**src/design/khrd_pkg.sv**
```systemverilog
// Package for the key hold/repeat detector.
// Register map, reset values and the per-key update struct.
// No dependencies.
`timescale 1ns / 1ps
`default_nettype none

package khrd_pkg;

  localparam int KEY_W      = 8;
  localparam int CFG_ADDR_W = 3;
  localparam int CFG_DATA_W = 32;
  localparam int CFG_REG_W  = 16;

  localparam logic [CFG_REG_W-1:0] HOLD_RESET   = 16'd500;
  localparam logic [CFG_REG_W-1:0] REPEAT_RESET = 16'd250;

  // Register select, taken from paddr[2] (word index)
  typedef enum logic {
    REG_HOLD_THRESHOLD  = 1'b0,
    REG_REPEAT_INTERVAL = 1'b1
  } khrd_reg_t;

  // Per-key state change requested by the decision logic
  typedef struct packed {
    logic begin_press;
    logic release_press;
    logic fire;
  } khrd_upd_t;

endpackage

`default_nettype wire

```
**src/design/khrd_regs.sv**
```systemverilog
// APB-style configuration registers: hold threshold and repeat interval.
// Depends on khrd_pkg.
`timescale 1ns / 1ps
`default_nettype none

module khrd_regs
  import khrd_pkg::*;
(
  input  wire logic                  clk,
  input  wire logic                  rst,
  input  wire logic                  psel,
  input  wire logic                  penable,
  input  wire logic                  pwrite,
  input  wire logic [CFG_ADDR_W-1:0] paddr,
  input  wire logic [CFG_DATA_W-1:0] pwdata,
  output logic      [CFG_DATA_W-1:0] prdata,
  output logic                       pready,
  output logic      [CFG_REG_W-1:0]  hold_threshold_ms,
  output logic      [CFG_REG_W-1:0]  repeat_interval_ms
);

  khrd_reg_t reg_sel;
  logic      wr_en;

  // byte lanes below the word index are ignored
  assign reg_sel = khrd_reg_t'(paddr[2]);
  assign pready  = 1'b1;
  assign wr_en   = psel & penable & pwrite & pready;

  always_ff @(posedge clk) begin
    if (rst) begin
      hold_threshold_ms  <= HOLD_RESET;
      repeat_interval_ms <= REPEAT_RESET;
    end else if (wr_en) begin
      case (reg_sel)
        REG_HOLD_THRESHOLD:  hold_threshold_ms  <= pwdata[CFG_REG_W-1:0];
        REG_REPEAT_INTERVAL: repeat_interval_ms <= pwdata[CFG_REG_W-1:0];
        default: ;
      endcase
    end
  end

  always_comb begin
    case (reg_sel)
      REG_HOLD_THRESHOLD:  prdata = CFG_DATA_W'(hold_threshold_ms);
      REG_REPEAT_INTERVAL: prdata = CFG_DATA_W'(repeat_interval_ms);
      default:             prdata = '0;
    endcase
  end

endmodule

`default_nettype wire

```
**config.mk**
```make
export PLATFORM = sky130hd
export DESIGN_NAME = khrd_regs
export DESIGN_NICKNAME = d
export VERILOG_FILES = /design/src/design/khrd_pkg.sv /design/src/design/khrd_regs.sv
export SDC_FILE = /design/constraint.sdc
export NUM_CORES = 1
export LEC_CHECK = 0
export BUFFER_PORTS_ARGS = -buffer_cell sky130_fd_sc_hd__buf_2
export CORE_UTILIZATION = 38
export DETAILED_ROUTE_END_ITERATION = 7
export HOLD_SLACK_MARGIN = 0.03
export MAX_ROUTING_LAYER = met4
export PLACE_DENSITY = 0.75
export SLEW_MARGIN = 10
export SYNTH_ARGS = -nofsm -noshare
export SYNTH_HDL_FRONTEND = slang
export SYNTH_SLANG_ARGS = --single-unit
```
**constraint.sdc**
```tcl
create_clock -name clk -period 0.8 [get_ports clk]
set_input_delay 0.04 -clock clk [delete_from_list [all_inputs] [get_ports clk]]
set_output_delay 0.04 -clock clk [all_outputs]
set_load 0.005 [all_outputs]
```
; ---- After elaboration in Yosys (flattened, before gate mapping)
; Index checks and enable logic that the tools add are counted.
[word_totals]
ff_bits = 32
mem_bits_rw = 0
latchBits = 0
memories = 0
output_inout_bits = 65
mem_bits_ro = 0
inputBits = 40
elab_cells = 8
[op_classes]
bitwise = 3
shift = 0
n_addsub = 0
n_mul = 0
mux = 1
n_div = 0
eq_ne = 0
magnitude_cmp = 0
n_reduce_logical = 2
[op_table]
columns = cell, count
row1 = $pmux 32 s2, 1
row2 = $reduce_and 2->1, 2
row3 = $and 1x1->1, 2
row4 = $not 1->1, 1

; ---- Logic depth before layout (Yosys ltp)
[logic_depth]
depth_word = 3
depth_mapped = 4
mapped_depth_nobuf = 2

; ---- Least setup slack after synthesis
; No wires, ideal clock.
[synth_path]
path_type = input port to flip-flop
startpoint = in paddr[2]
endpoint = reg repeat_interval_ms[1]
n_path_buf = 2
cell_stages = 4
required_ps = 728
setup_slack_ps = 77
setup_ps = 72
t_arrival_ps = 651
cell_sequence = buf_6 and4_4 buf_12 mux2i_1
[synth_between]
elab_chain_cells = 1
[synth_lines]
columns = item, line
row1 = from (decl), khrd_regs.sv:14  ; input wire logic [CFG_ADDR_W-1:0] paddr,
row2 = $reduce_and 2->1 (no source line), n/a
row3 = to (signal assigned), khrd_regs.sv:37  ; REG_REPEAT_INTERVAL: repeat_interval_ms <= pwdata[CFG_REG_W-1:0];
row4 = to (decl), khrd_regs.sv:19  ; output logic [CFG_REG_W-1:0] repeat_interval_ms
; Every way passes these cells.
; A chain may end at the register's enable or synchronous reset.

; ---- Worst setup path after layout
[layout_path]
startpoint = reg hold_threshold_ms[4]
endpoint = out prdata[4]
[layout_between]
elab_chain_cells = 1
[layout_lines]
columns = item, line
row1 = from (decl), khrd_regs.sv:18  ; output logic [CFG_REG_W-1:0] hold_threshold_ms,
row2 = from (signal assigned), khrd_regs.sv:36  ; REG_HOLD_THRESHOLD: hold_threshold_ms <= pwdata[CFG_REG_W-1:0];
row3 = $pmux 32 s2, khrd_regs.sv:44  ; case (reg_sel)
row4 = to (decl), khrd_regs.sv:16  ; output logic [CFG_DATA_W-1:0] prdata,
; Every way passes these cells. The select of a mux whose other input is x is not followed.

==> out/metrics.cfg <==
[outcome]
outcome=complete, but fails checks
violations=negative setup slack

[synth]
netlist_top_cells_count=dfxtp_1 (32), mux2i_1 (32), nand2b_1 (32), nor2_1 (20), buf_4 (18)
netlist_area_um2=1680
synth-simple-area-share_pct=19.8
yosys.area_share.xor_xnor_pct=0
yosysTopAreaCell=dfxtp_1
synth_top_family_by_area=multiplexers
synth_edf_count=0
synthAdderAreaFrac_pct=0
ys_seq_elements=32
syn_area_per_cell_um2=10.2
synth_cells=164
yosys.cell_types.count=14
ys_seq_area_share_pct=38.2
synthMuxAreaShare_pct=29.8
synth_compound_area_share_pct=0
yosys_warnings=0
yosys.area.top_type_share_pct=38.2
ys_top_cells_by_area=dfxtp_1 (38%), mux2i_1 (19%), nand2b_1 (12%)
async_flop_share_pct=0
synth_flop_cell=dfxtp_1

[clock_tree]
cts_buffers=5
clk_latency_ns=0.28
clk_pin_slew_worst_paths_ns=0.07
cts_root_buffer=clkbuf_8
cts_htree_levels=2
clockBufferDepth=2
cts_tree=done
cts_sinks=32

[route]
detail-route-antenna-nets=0
drt-pass1-iter-count=4
drtIter0Drc=53
post_drt_wl_per_cell_um=14.3
vias_per_cell=4.58
via_count=1530
wl_mm=4.79
drc=0

[layout]
layout-drive-gt1-share_pct=63.7
area_growth_pct=77.2
n_fill_cell=288
multiInputGateArea_um2=967
n_antenna_cell=0
finalNetCount=323
layout.cells.non_filler=334
seq_area_um2=681
final_util_pct=72.2

[min_path]
holdCritPathClass=input port to flop
hp-start=pwdata[13]
holdPathStages=3
holdPathEnd=hold_threshold_ms[13]

[critical_path]
r2r_start=hold_threshold_ms[4]
end_kind=output port
worstSetupStartpoint=hold_threshold_ms[4]
arrival_ns=1.01
required_ns=0.76
reg2regPathDepth=4
worst-setup-path-type=flop to output port
cp-start-kind=flop
regToRegSetupSlack_ns=-0.01
reg2reg_to=hold_threshold_ms[4]
crit_fanout=2

[sta]
whs_ns=0.0406
rsz0062_at_grt=true
finClkSkew_ns=0
worst_slack_ns=-0.254
period_minus_slack_ns=1.05
final_hold_viol_count=0
finalSetupViolCount=45
fmax_ghz=0.948
finalSetupTns_ns=-5.43
slew_violations=0
finalCritPeriodShare_pct=132

[grt]
grt_overflow=0
grt_pass1_wl_mm=6.49
grt_pass1_vias=1421
track_usage_pct=20.3
antenna_found_initial=0
grt_max_degree=53

[placed_design]
dpl.hpwl_mm=2.59
port_buffers=69
gp_congestion=0.676
place_inst=288

[die]
start_util_pct=40.8
die_h_um=68.5
rows=23
core_area_um2=4120
num_io_pins=105
die_w_um=68.5
dieArea_um2=4690

[pwr]
leakagePower_uw=0.00143
power.density_nw_per_um2=1200
max-vdd-ir-drop_uv=954
power_uw=3560

[run]
drv_cap=0

[cells in the final DEF (no fill, tap or decap)]
| cell type | instances |
|---|---|
| and4_4 | 1 |
| and4b_1 | 1 |
| buf_12 | 1 |
| buf_2 | 27 |
| buf_4 | 12 |
| buf_6 | 77 |
| clkbuf_1 | 2 |
| clkbuf_8 | 6 |
| conb_1 | 17 |
| dfxtp_2 | 32 |
| dlygate4sd3_1 | 6 |
| mux2_2 | 6 |
| mux2_4 | 10 |
| mux2i_1 | 32 |
| nand2b_1 | 29 |
| nand2b_4 | 3 |
| nand4_2 | 1 |
| nand4b_4 | 1 |
| nor2_1 | 16 |
| nor2_2 | 4 |
[worst max path at each step]
stage | end | slack, ns | cells after the start
floorplan | repeat_interval_ms[1] | 0.08 | 4
global placement | hold_threshold_ms[14] | -0.08 | 4
detailed placement | hold_threshold_ms[5] | -0.13 | 4
CTS | prdata[3] | -0.23 | 2
global route | prdata[4] | -0.29 | 2
finish | prdata[4] | -0.25 | 2
[state kept, by name, indices dropped and copies added, names as in the netlist]
register and flops:
hold_threshold_ms 16, repeat_interval_ms 16
[cell type report]
class	count	area share, %
Multi-Input combinational cell	121	32.5
Timing Repair Buffer	123	39.4
Sequential cell	32	22.9
Clock buffer	8	3.03
Tap cell	50	2.10
[where the power goes]
part / switching, uW / total, uW / leakage [uW] / internal, uW
Combinational: 249 / 637 / 0.00112 / 388
Sequential: 28.3 / 1660 / 0.000264 / 1640
Clock: 560 / 1260 / 0.0000455 / 701
[routing by layer]
| layer | up-vias | global-route usage, % | share of wire (%) | wire length, um |
|---|---|---|---|---|
| li1 | 747 | - | - | - |
| met1 | 729 | 22.3 | 41 | 1950 |
| met2 | 52 | 35.3 | 56 | 2660 |
| met3 | 2 | 5.17 | 3.2 | 152 |
| met4 | 0 | 7.03 | 0.58 | 28 |
| met5 | - | - | 0 | 0 |
[what timing repair did]
action | 4_1_cts | 5_1_grt
gates resized for setup | 85 | 49
cloned | 0 | 0
setup buffers | 21 | 20
endpoints found under the setup margin | 33 | 49
pin swaps | 0 | 3
hold buffers | 6 | 0
endpoints found under the hold margin | 6 | 0
[cell families after synthesis]
| family | Yosys count |
|---|---|
| DFF | 32 |
| buffers and inverters | 26 |
| and+or+nand+nor | 56 |
| other | 2 |
| muxes | 48 |
[critical path, stage by stage (launching register included)]
cell,delay (ns)
dfxtp_2,0.33
mux2_4,0.28
buf_6,0.12
[metrics by stage]
step	worst slack, ns	instance area [um^2]
finish	-0.254	2970
global route	-0.287	2970
CTS	-0.233	2700
detailed placement	-0.134	2080
global placement	-0.0766	2080
floorplan	0.0774	1730
No activity file was read; power rests on OpenSTA's default activity.
