<file path="src/design/khrd_pkg.sv">
// Package for the key hold/repeat detector.
// Register map, reset values and the per-key update struct.
// No dependencies.
`timescale 1ns / 1ps
`default_nettype none

package khrd_pkg;

  localparam int KEY_W      = 8;
  localparam int CFG_ADDR_W = 3;
  localparam int CFG_DATA_W = 32;
  localparam int CFG_REG_W  = 16;

  localparam logic [CFG_REG_W-1:0] HOLD_RESET   = 16'd500;
  localparam logic [CFG_REG_W-1:0] REPEAT_RESET = 16'd250;

  // Register select, taken from paddr[2] (word index)
  typedef enum logic {
    REG_HOLD_THRESHOLD  = 1'b0,
    REG_REPEAT_INTERVAL = 1'b1
  } khrd_reg_t;

  // Per-key state change requested by the decision logic
  typedef struct packed {
    logic begin_press;
    logic release_press;
    logic fire;
  } khrd_upd_t;

endpackage

`default_nettype wire

</file>
<file path="src/design/khrd_fire_logic.sv">
// Hold/repeat decision for the item in the work stage.
// Pure combinational; depends on khrd_pkg.
`timescale 1ns / 1ps
`default_nettype none

module khrd_fire_logic
  import khrd_pkg::*;
#(
  parameter int KEY_COUNT = 256,
  parameter int TIME_BITS = 32
) (
  input  wire logic                 cur_valid,
  input  wire logic [KEY_W-1:0]     cur_key,
  input  wire logic                 cur_down,
  input  wire logic [TIME_BITS-1:0] cur_now,
  input  wire logic                 active,
  input  wire logic                 fired,
  input  wire logic [TIME_BITS-1:0] start_time,
  input  wire logic [TIME_BITS-1:0] fire_time,
  input  wire logic [CFG_REG_W-1:0] hold_threshold_ms,
  input  wire logic [CFG_REG_W-1:0] repeat_interval_ms,
  output khrd_upd_t                 upd,
  output logic      [TIME_BITS-1:0] held
);

  logic                 in_range;
  logic                 starting;
  logic [TIME_BITS-1:0] start_eff;
  logic [TIME_BITS-1:0] since_fire;
  logic                 hold_ok;
  logic                 repeat_ok;

  // key zero and keys past the table are dropped
  assign in_range = cur_valid && (cur_key != '0) && (32'(cur_key) < 32'(KEY_COUNT));
  assign starting = in_range && cur_down && !active;

  assign start_eff  = starting ? cur_now : start_time;
  assign held       = cur_now - start_eff;
  assign since_fire = cur_now - fire_time;

  assign hold_ok   = held >= TIME_BITS'(hold_threshold_ms);
  // a fresh press has not fired yet
  assign repeat_ok = starting || !fired || (since_fire >= TIME_BITS'(repeat_interval_ms));

  assign upd.begin_press   = starting;
  assign upd.release_press = in_range && !cur_down;
  assign upd.fire          = in_range && cur_down && hold_ok && repeat_ok;

endmodule

`default_nettype wire

</file>
<file path="config.mk">
export PLATFORM = sky130hd
export DESIGN_NAME = khrd_fire_logic
export DESIGN_NICKNAME = d
export VERILOG_FILES = /design/src/design/khrd_pkg.sv /design/src/design/khrd_fire_logic.sv
export SDC_FILE = /design/constraint.sdc
export NUM_CORES = 1
export LEC_CHECK = 0
export ABC_AREA = 1
export BUFFER_PORTS_ARGS = -buffer_cell sky130_fd_sc_hd__buf_2
export CAP_MARGIN = 20
export CORE_MARGIN = 1.5
export CORE_UTILIZATION = 60
export DETAILED_ROUTE_END_ITERATION = 8
export PLACE_DENSITY = 0.93
export SYNTH_ARGS = -nofsm -noshare
export SYNTH_HDL_FRONTEND = slang
export SYNTH_SLANG_ARGS = --single-unit
</file>
<file path="constraint.sdc">
create_clock -name vclk -period 6.12
set_clock_uncertainty 0.05 [all_clocks]
set_input_delay 0.306 -clock vclk [all_inputs]
set_output_delay 0.306 -clock vclk [all_outputs]
set_load 0.02 [all_outputs]
</file>
* After elaboration in Yosys (flattened, before gate mapping)
Cells that the tools add are included.
** Word-level totals
- Register bits after elaboration :: 0
- Logic and storage cells :: 17
** Operators by class
- Add/sub/neg operators :: 2
- $lt $le $gt $ge :: 2
- Mux-type cells :: 1
- Reduce and logical (&&, ||, !) cells :: 12
** Operators by type and width (count)
- $ge A32 B16 Y1 :: 2
- $sub A32 B32 Y32 :: 2
- $mux W32 :: 1
- $reduce_bool A8 Y1 :: 1
- $logic_and A1 B1 Y1 :: 6
- $logic_not A1 Y1 :: 3
- $logic_or A1 B1 Y1 :: 2

* Depth between registers and ports, before layout
Gate-level depths: netlist of run 1.
- Depth after elaboration :: 9
- Gate-level depth with buffers :: 30
- Depth with buffers taken out :: 29

* Worst setup path after synthesis of run 1
Ideal clock, no wire load.
- Kind :: input-to-output
- Start :: in cur_key[5]
- End :: out upd[0] (netlist name)
- Data required time :: 5.764 ns
- Arrival :: 3.696 ns
- Stages on the path :: 26
- Slack :: 2.068 ns
- Path through :: nor2_1 > nor3b_1 > nand2_1 > nand4_2 > buf_2 > nand2_1 > o21ai_0 > ha_1 > inv_1 > fa_1 > nand2_1 > nand3_1 > nand3_1 > nand2_1 > nand2_1 > nand2_1 > xor2_1 > ha_1 > a21oi_1 > o31ai_1 > nor2_1 > nand3_1 > nor2_1 > nand3_1 > nand2_1 > nor2_1
** RTL lines
- start, declared :: line khrd_fire_logic.sv:13 : input wire logic [KEY_W-1:0] cur_key,
- end, declared :: line khrd_fire_logic.sv:22 : output khrd_upd_t upd,

==> run_results.csv, run 1 <==
group,metric,value,unit
floorplan,core_area,10200,µm²
timing,finalCritPeriodShare,74.9,%
worst_hold_path,hold_class,"in -> out",
drt,wl_per_cell,12.7,µm
synthesis,synth_fp_nets,1459,
synthesis,synthSimpleGateAreaFrac,47.3,%
timing,timing.final.crit_period,4.58,ns
critical_path,path_class,"in -> out",
synthesis,synth_largest_area_cell,"nand2_1",
finish,post-route-util,71.2,%
drt,vias_per_cell,5.07,
finish,seqCellArea,0,µm²
critical_path,worstPathArrival,4.23,ns
place,dp_hpwl,17.7,mm
critical_path,end_kind,"primary output",
finish,final_common_cell,"nand2_1",
run,drv_cap,0,
critical_path,worst-path-buf-inv,2,
drt,drc,0,
cts,cts_setup_buffers,0,
cts,cts_resized,0,
floorplan,die_h,105,µm
global_routing,grt_pass1_vias,7200,
finish,final_cell_mix,"457 x nand2_1, 289 x inv_1, 175 x buf_2, 94 x ha_1, 90 x nor2_1",
critical_path,worstPathRequired,5.76,ns
critical_path,crit_top_cell,"nand2_1",
timing,grt_setup_unrepaired,"no",
place,place.gp.congestion,1.00,
finish,fin_area,7280,µm²
timing,slew_headroom,55.0,%
drt,dr.pass1.iters,7,
global_routing,grt_usage,35.2,%
finish,n_clock_buffer,0,
timing,slew_viol_final,0,
finish,post_route_cells_drive_above_1_share,16.6,%
synthesis,syn_inst,1223,
drt,ant_nets,0,
pwr,fin_total_pwr,862,µW
synthesis,yosys_warnings,0,
synthesis,synth_area,6250,µm²
timing,max_freq,218,MHz
global_routing,grt_start_max_net_pins,20,
finish,nets,1633,
critical_path,cpPeakStageDelay,0.52,ns
critical_path,crit_path_top_delay_cell,"nand4_2",
finish,insertedDiodeCount,0,
synthesis,yosysUniqueCellTypes,38,
pwr,p_per_area,118,nW/µm²
critical_path,crit_family,"simple AND/OR/NAND/NOR gates",
synthesis,synth_adder_area_share,19.5,%
finish,multi_input_area,5100,µm²
drt,drt_iter0_markers,376,
floorplan,ioPinCount,175,
pwr,ir_worst_vdd,0.0726,mV
critical_path,crit_chain,"buf_2, nor2_1, nor3b_1, nand2_1, nand4_2, mux2i_1, ha_1, nand2_1, nor2_1, nand3_1, nand3_2, xor2_1, ha_1, a21oi_1, nor3_1, a211oi_1, nand2_1, nand2_1, nand2_1, nor2_1, nand3_1, nand2_1, nor2_1, buf_2",
synthesis,synth-compound-area-share,5.50,%
place,portBuffers,175,
global_routing,antenna_found_initial,0,
synthesis,syn_avg_cell_area,5.11,µm²
drt,wl,19.5,mm
pwr,sequentialPowerShare,0,%
place,placed_area,7280,µm²
cts,cts.hold.buffers_added,0,
pwr,switchingPower,552,µW
timing,hold_ws,0.872,ns
synthesis,synth_top_area_share,27.4,%
finish,nFillCells,1007,
synthesis,ys_seq_area_share,0,%
critical_path,worst-path-max-fanout,17,
critical_path,crit_path_start,"cur_key[4]",
floorplan,rows,37,
synthesis,netlist_top_cells_area,"nand2_1 27%, ha_1 19%, inv_1 17%",
pwr,leakagePower,0.00510,µW
timing,tns,0,ns
pwr,switching_share,64.1,%
synthesis,muxShareOfSynthArea,4.80,%
status,status,"completed",
pwr,clkPwrFrac,0,%
global_routing,grt_pass1_wl,32.2,mm
drt,num_vias,7760,
floorplan,start_util,61.1,%
floorplan,die-area,11000,µm²
critical_path,cp_num_cells,24,
floorplan,die-width,105,µm
global_routing,grt-ovfl-total,0,
finish,syn_to_final_growth,16.5,%
timing,hold_violations,0,
synthesis,synth_top_family_by_area,"simple AND/OR/NAND/NOR gates",
critical_path,worstSetupEndpoint,"upd[0]",
critical_path,worst_setup_path_start_kind,"primary input",
timing,finalSetupViolCount,0,
synthesis,yosys.area_share.xor_xnor,4.48,%
finish,seq_cells,0,
pwr,p_int,310,µW
pwr,combPwrFrac,100.0,%
timing,worst_slew_pin_slew,0.673,ns
[cell usage after synthesis]
| cell type | number |
|---|---|
| a211oi_1 | 2 |
| a21o_1 | 1 |
| a21oi_1 | 42 |
| a21oi_2 | 2 |
| a31oi_1 | 1 |
| and2_1 | 4 |
| and3_1 | 2 |
| buf_2 | 3 |
| buf_4 | 1 |
| fa_1 | 2 |
| ha_1 | 94 |
| inv_1 | 289 |
| inv_2 | 12 |
| mux2i_1 | 30 |
| nand2_1 | 457 |
| nand2_2 | 18 |
| nand3_1 | 64 |
| nand3_2 | 5 |
| nand3b_1 | 6 |
| nand4_1 | 11 |
| nand4_2 | 1 |
| nor2_1 | 90 |
| nor2_2 | 12 |
| nor2_4 | 2 |
| nor3_1 | 19 |
| nor3_2 | 3 |
| nor3_4 | 1 |
| nor3b_1 | 1 |
| nor4_1 | 1 |
| o211ai_1 | 1 |
| o21a_1 | 1 |
| o21ai_0 | 6 |
| o21ai_1 | 1 |
| o21bai_1 | 4 |
| o31ai_1 | 1 |
| or2_0 | 1 |
| xnor2_1 | 2 |
| xor2_1 | 30 |
[cells by family (layout without fill, tap and decap cells)]
| group | count (synthesis) | in the layout |
|---|---|---|
| mux | 30 | 30 |
| fa+ha+maj | 96 | 96 |
| buf+inv | 305 | 477 |
| compound gates | 62 | 62 |
| xor+xnor | 32 | 32 |
| simple gates | 698 | 698 |
[power by group through the flow]
stage	Sequential (µW)	Clock (µW)	Combinational, µW
after floorplan	0	0	612
after global placement	0	0	834
after detailed placement	0	0	851
after CTS	0	0	855
after global routing	0	0	972
final	0	0	862
[metal layers]
layer	vias to the layer above	wire length, µm	GRT usage (%)
met3	46	933	1.50
met1	3418	8610	44.1
met2	224	9240	64.3
met4	0	692	11.3
met5	-	0	0
li1	4072	-	-
[stage by stage]
stage | std cells | worst slack (ns)
after global routing | 1531 | 1.23
after floorplan | 1223 | 2.07
after detailed placement | 1531 | 1.60
after global placement | 1531 | 1.72
after CTS | 1531 | 1.57
final | 1531 | 1.54
[worst min path at each step]
| stage | start | endpoint | slack, ns | cells past startpoint |
|---|---|---|---|---|
| floorplan | cur_down | upd[1] | 0.64 | 1 |
| global placement | cur_down | upd[1] | 0.86 | 3 |
| detailed placement | cur_down | upd[1] | 0.87 | 3 |
| CTS | cur_down | upd[1] | 0.87 | 3 |
| global route | cur_down | upd[1] | 0.89 | 3 |
| finish | cur_down | upd[1] | 0.87 | 3 |
[worst min-delay path: cells and delay by family]
kind	cells	cell delay [ns]
buffers and inverters	2	0.26
and+or+nand+nor	1	0.05
[final cells by class]
type	count	area share, %
multi-input cells	918	70.0
inverters	301	15.5
repair buffers	176	12.1
well taps	136	2.34
No activity file was read; power rests on OpenSTA's default activity.
==> run 2: changes to the inputs <==
--- a/config.mk
+++ b/config.mk
@@ -5,13 +5,13 @@
 export SDC_FILE = /design/constraint.sdc
 export NUM_CORES = 1
 export LEC_CHECK = 0
-export ABC_AREA = 1
+export ABC_AREA = 0
 export BUFFER_PORTS_ARGS = -buffer_cell sky130_fd_sc_hd__buf_2
 export CAP_MARGIN = 20
 export CORE_MARGIN = 1.5
-export CORE_UTILIZATION = 60
+export CORE_UTILIZATION = 52
 export DETAILED_ROUTE_END_ITERATION = 8
-export PLACE_DENSITY = 0.93
+export PLACE_DENSITY = 0.88
 export SYNTH_ARGS = -nofsm -noshare
 export SYNTH_HDL_FRONTEND = slang
 export SYNTH_SLANG_ARGS = --single-unit
==> constraint.sdc (replaced) <==
create_clock -name vclk -period 4.7
set_clock_uncertainty 0.05 [all_clocks]
set_input_delay 0.235 -clock vclk [all_inputs]
set_output_delay 0.235 -clock vclk [all_outputs]
set_load 0.02 [all_outputs]
==> run 2 against run 1 <==
Net effect: the flow now finishes with violations (negative setup slack); sequential cell count stayed put; first-iteration DRC count decreased by 32%; die area shrank 17%; utilization rose by 1.6 points; hold slack got worse by 0.18 ns; area after synthesis decreased by 28%; routed wire length decreased by 21%; global-route usage shrank 2.7 points; critical endpoint unchanged; largest power group unchanged; highest routed layer unchanged.
==> run_results.csv, run 2 <==
group,metric,value,unit
status,status,"finished with violations",
status,violations,"negative setup slack",
pwr,clkPwrFrac,0,%
finish,final_common_cell,"buf_2",
finish,final_cell_mix,"175 x buf_2, 92 x ha_1, 76 x inv_1, 63 x a21oi_1, 58 x buf_4",
timing,finalSetupViolCount,1,
finish,insertedDiodeCount,0,
timing,max_freq,195,MHz
drt,num_vias,5649,
pwr,p_int,487,µW
critical_path,worst_setup_path_start_kind,"primary input",
drt,ant_nets,0,
floorplan,start_util,54.2,%
synthesis,yosys_warnings,0,
timing,hold_violations,0,
floorplan,die_h,95.7,µm
critical_path,worstPathRequired,4.41,ns
global_routing,grt_usage,32.6,%
global_routing,grt_use_met3,4.82,%
worst_hold_path,min_to,"upd[1]",
pwr,ir_worst_vdd,0.182,mV
timing,finalCritPeriodShare,109,%
drt,wl_per_cell,16.2,µm
drt,drt_iter0_markers,256,
synthesis,synth_fp_nets,861,
finish,fin_area,6010,µm²
floorplan,die-area,9170,µm²
global_routing,grt_start_max_net_pins,21,
pwr,p_per_area,184,nW/µm²
global_routing,grt-ovfl-total,0,
synthesis,yosysMostFrequentCell,"ha_1",
global_routing,gr-usage-met1,36.1,%
worst_hold_path,hold_depth,3,
global_routing,grt_pass1_vias,5460,
synthesis,syn_avg_cell_area,7.16,µm²
floorplan,die-width,95.7,µm
global_routing,grt_util_met2,60.5,%
critical_path,worstPathArrival,4.85,ns
worst_hold_path,hold_class,"in -> out",
place,dp_hpwl,13.6,mm
place,portBuffers,175,
pwr,leakagePower,0.00320,µW
timing,timing.final.crit_period,5.13,ns
timing,tns,-0.430,ns
timing,fin_ws,-0.430,ns
pwr,switchingPower,621,µW
timing,grt_setup_unrepaired,"yes",
global_routing,antenna_found_initial,0,
drt,drc,0,
synthesis,synth_largest_area_cell,"ha_1",
place,placed_area,5950,µm²
global_routing,grt_pass1_wl,24.0,mm
finish,post_route_cells_drive_above_1_share,31.4,%
timing,slew_headroom,68.8,%
floorplan,ioPinCount,175,
synthesis,synth_area,4470,µm²
critical_path,path_class,"in -> out",
pwr,sequentialPowerShare,0,%
synthesis,syn_inst,625,
synthesis,synth_common_cells,"94 x ha_1, 76 x inv_1, 64 x a21oi_1",
pwr,switching_share,56.0,%
finish,seqCellArea,0,µm²
critical_path,end_kind,"primary output",
place,place.gp.congestion,0.943,
critical_path,worst-path-max-fanout,3,
synthesis,netlist_top_cells_area,"ha_1 26%, a21oi_1 7.2%, mux2i_1 6.9%",
finish,seq_cells,0,
drt,vias_per_cell,5.92,
finish,syn_to_final_growth,34.3,%
run,drv_cap,0,
finish,nFillCells,683,
floorplan,core_area,8260,µm²
worst_hold_path,worst_hold_startpoint,"cur_down",
synthesis,ys_seq_area_share,0,%
drt,dr.pass1.iters,8,
finish,nets,1088,
floorplan,rows,33,
pwr,combPwrFrac,100.0,%
global_routing,grt_most_used_layer,"met2",
synthesis,synth_top_area_share,26.3,%
finish,n_clock_buffer,0,
timing,worst_slew_pin_slew,0.468,ns
synthesis,yosysUniqueCellTypes,67,
drt,wl,15.5,mm
timing,slew_viol_final,0,
run 2: cell types whose count changed after synthesis, sizes merged, moves of 23 or more:
cell,delta
nand2,-425
nand3,-53
a21o,+23
xnor2,+33
o21ai,+27
nor2,-72
inv,-225
run 2: power groups by stage:
stage	clock, µW	sequential (µW)	combinational [µW]
CTS	0	0	1080
global placement	0	0	1040
global route	0	0	1210
floorplan	0	0	697
finish	0	0	1110
detailed placement	0	0	1070
run 2: what timing repair did:
action                     in CTS  in global routing
buffers inserted                0                  0
setup endpoints to repair       1                  1
cloned                          0                  0
hold endpoints to repair        0                  0
resized for setup               1                  8
hold buffers                    0                  0
pin swaps                       1                  2
run 2: cell type report:
class	count	area [µm²]	area share [%]
Timing Repair Buffer	233	1310	21.8
Inverter	76	285	4.75
Multi-Input combinational cell	541	4280	71.2
Tap cell	105	131	2.19
run 2: per-layer routing:
metal,wire length (µm),vias to the layer above
met5,0,-
met4,689,0
met3,1280,63
li1,-,2755
met2,7560,297
met1,5940,2534
run 2: critical path: stages:
cell	delay (ns)
buf_2	0.12
nor4_4	0.26
nand2_1	0.10
and3_4	0.16
nor2b_4	0.14
mux2_4	0.21
ha_4	0.12
inv_1	0.06
fa_2	0.39
a211o_1	0.29
a221o_1	0.37
a21o_1	0.19
a21oi_2	0.21
xnor2_2	0.11
ha_2	0.18
a21o_1	0.15
a211oi_2	0.21
o21ai_1	0.14
a21oi_2	0.14
nor3_1	0.07
nor4_2	0.23
buf_4	0.15
nand4bb_2	0.13
nor4_4	0.16
a31oi_2	0.13
buf_2	0.18
run 2: through the flow:
stage                     instances  hold WS (ns)  util (%)  worst slack (ns)  power (µW)
after floorplan                 625         0.500         -            0.0210         697
after global placement          955         0.696      72.1            -0.287        1040
after detailed placement        955         0.699      72.1            -0.359        1070
after CTS                       955         0.700      72.2            -0.361        1080
after global routing            955         0.723      72.7            -0.626        1210
final                           955         0.697      72.7            -0.430        1110
run 2: worst max-delay path by stage:
stage / startpoint / to / cells after the start
after floorplan: cur_key[5] / upd[0] / 24
after global placement: cur_key[1] / upd[0] / 26
after detailed placement: cur_key[5] / upd[0] / 26
after CTS: cur_key[5] / upd[0] / 27
after global routing: cur_key[5] / upd[0] / 26
final: cur_key[5] / upd[0] / 26
run 2: kinds of logic (layout without fill, tap and decap cells):
logic type               count (synthesis)  after routing  share of synthesized area (%)
multiplexers                            32             32                           7.19
XOR/XNOR                                57             57                           11.3
AO/OA/AOI/OAI                          193            193                           28.1
adder cells (fa/ha/maj)                 96             96                           27.2
AND/OR/NAND/NOR                        163            163                           19.0
buffers and inverters                   84            309                           7.13
==> run 3: changes to the inputs <==
--- a/config.mk
+++ b/config.mk
@@ -8,7 +8,6 @@
 export ABC_AREA = 0
 export BUFFER_PORTS_ARGS = -buffer_cell sky130_fd_sc_hd__buf_2
 export CAP_MARGIN = 20
-export CORE_MARGIN = 1.5
 export CORE_UTILIZATION = 52
 export DETAILED_ROUTE_END_ITERATION = 8
 export PLACE_DENSITY = 0.88
==> run 3 against run 2 <==
Net effect: the run still ends with negative setup slack left; total power fell by 2.0%; largest cell class unchanged; via count decreased by 1.3%; final cell count down 0.31%.
==> run_results.csv, run 3 (synthesis results as in run 2) <==
group,metric,value,unit
finish,final_common_cell,"buf_2",
place,place.gp.congestion,0.940,
pwr,combPwrFrac,100.0,%
drt,num_vias,5575,
status,status,"finished with violations",
drt,drt_iter0_markers,167,
finish,insertedDiodeCount,0,
floorplan,die_h,94.7,µm
finish,seq_cells,0,
finish,syn_to_final_growth,33.2,%
floorplan,die-area,8980,µm²
floorplan,rows,33,
drt,drc,0,
global_routing,grt_pass1_wl,23.8,mm
pwr,sequentialPowerShare,0,%
critical_path,crit_family,"compound AO/OA/AOI/OAI gates",
floorplan,start_util,54.2,%
timing,timing.final.crit_period,5.02,ns
timing,grt_setup_unrepaired,"yes",
critical_path,crit_path_top_delay_cell,"fa_1",
timing,worst_slew_pin_slew,0.514,ns
status,violations,"negative setup slack",
pwr,switching_share,56.2,%
critical_path,worstPathArrival,4.73,ns
worst_hold_path,hold_class,"in -> out",
finish,n_clock_buffer,0,
finish,final_cell_mix,"175 x buf_2, 92 x ha_1, 76 x inv_1, 64 x a21oi_1, 55 x buf_4",
floorplan,ioPinCount,175,
finish,nets,1085,
global_routing,grt_pass1_vias,5512,
finish,post_route_cells_drive_above_1_share,30.7,%
timing,hold_violations,0,
drt,vias_per_cell,5.86,
global_routing,antenna_found_initial,2,
global_routing,grt_start_max_net_pins,21,
critical_path,worst-path-max-fanout,3,
critical_path,end_kind,"primary output",
floorplan,die-width,94.7,µm
finish,seqCellArea,0,µm²
drt,wl_per_cell,15.8,µm
place,dp_hpwl,13.2,mm
pwr,switchingPower,610,µW
critical_path,crit_chain,"buf_2, inv_1, ha_1, inv_1, fa_1, a211oi_1, o21ai_1, a311o_1, or2_1, nand2b_1, xnor2_1, ha_1, a21o_1, a21oi_1, o21ai_0, or3_1, a221oi_1, nand4_1, nor4_2, nand4_2, o31ai_1, buf_4, a31oi_2, buf_2",
pwr,leakagePower,0.00318,µW
critical_path,path_class,"in -> out",
pwr,p_int,475,µW
critical_path,worst-path-buf-inv,5,
drt,wl,15.1,mm
timing,slew_viol_final,0,
timing,max_freq,199,MHz
global_routing,grt-ovfl-total,0,
run,drv_cap,0,
critical_path,cp_num_cells,24,
worst_hold_path,hold_depth,3,
critical_path,worstPathRequired,4.41,ns
pwr,ir_worst_vdd,0.180,mV
timing,hold_ws,0.698,ns
pwr,p_per_area,182,nW/µm²
timing,fin_ws,-0.315,ns
drt,ant_nets,0,
finish,fin_area,5960,µm²
pwr,clkPwrFrac,0,%
place,placed_area,5930,µm²
floorplan,core_area,8260,µm²
drt,dr.pass1.iters,5,
critical_path,worst_setup_path_start_kind,"primary input",
timing,finalSetupViolCount,1,
critical_path,cpPeakStageDelay,0.38,ns
timing,slew_headroom,65.4,%
global_routing,grt_usage,32.7,%
place,portBuffers,175,
timing,finalCritPeriodShare,107,%
-- run 3: changes by cell type in the layout (fill, tap and decap cells not counted), sizes merged --
cell  previous run  this run
buf            233       230
-- run 3: final timing paths --
path | start | to | slack (ns)
hold / removal | cur_down | upd[1] | 0.70
setup / recovery | cur_now[0] | upd[0] | -0.32
-- run 3: tightest hold or removal path, delay by kind of cell --
kind	cells	cell delay [ns]
buffers and inverters	2	0.23
and+or+nand+nor	1	0.04
-- run 3: final cells by class --
class,count,area (µm²)
Fill cell,694,2300
Inverter,76,285
Tap cell,105,131
Multi-Input combinational cell,541,4250
Timing Repair Buffer,230,1290
-- run 3: what timing repair did --
action | CTS | global route
setup buffers | 0 | 0
pin swaps | 2 | 1
endpoints found under the hold margin | 0 | 0
setup endpoints to repair | 1 | 1
gates resized for setup | 2 | 2
hold buffers | 0 | 0
-- run 3: through the flow --
stage          util, %  power [µW]  TNS [ns]  setup slack, ns  std cells
2_1_floorplan        -         697         0           0.0210        625
3_3_place_gp      71.8        1030    -0.251           -0.251        952
3_5_place_dp      71.8        1060    -0.330           -0.330        952
4_1_cts           71.9        1070    -0.293           -0.293        952
5_1_grt           72.2        1190    -0.619           -0.619        952
6_report          72.2        1090    -0.315           -0.315        952
-- run 3: power groups by stage --
stage	Sequential (µW)	Clock, µW	Combinational [µW]
floorplan	0	0	697
global placement	0	0	1030
detailed placement	0	0	1060
CTS	0	0	1070
global route	0	0	1190
finish	0	0	1090
-- run 3: metal layers --
metal	track usage, %	routed length [µm]	part of all wire [%]	vias up
met5	0	10	0.066	-
li1	-	-	-	2742
met4	14.5	632	4.2	2
met3	5.23	1290	8.5	56
met2	62.5	7300	48	293
met1	34.7	5850	39	2482
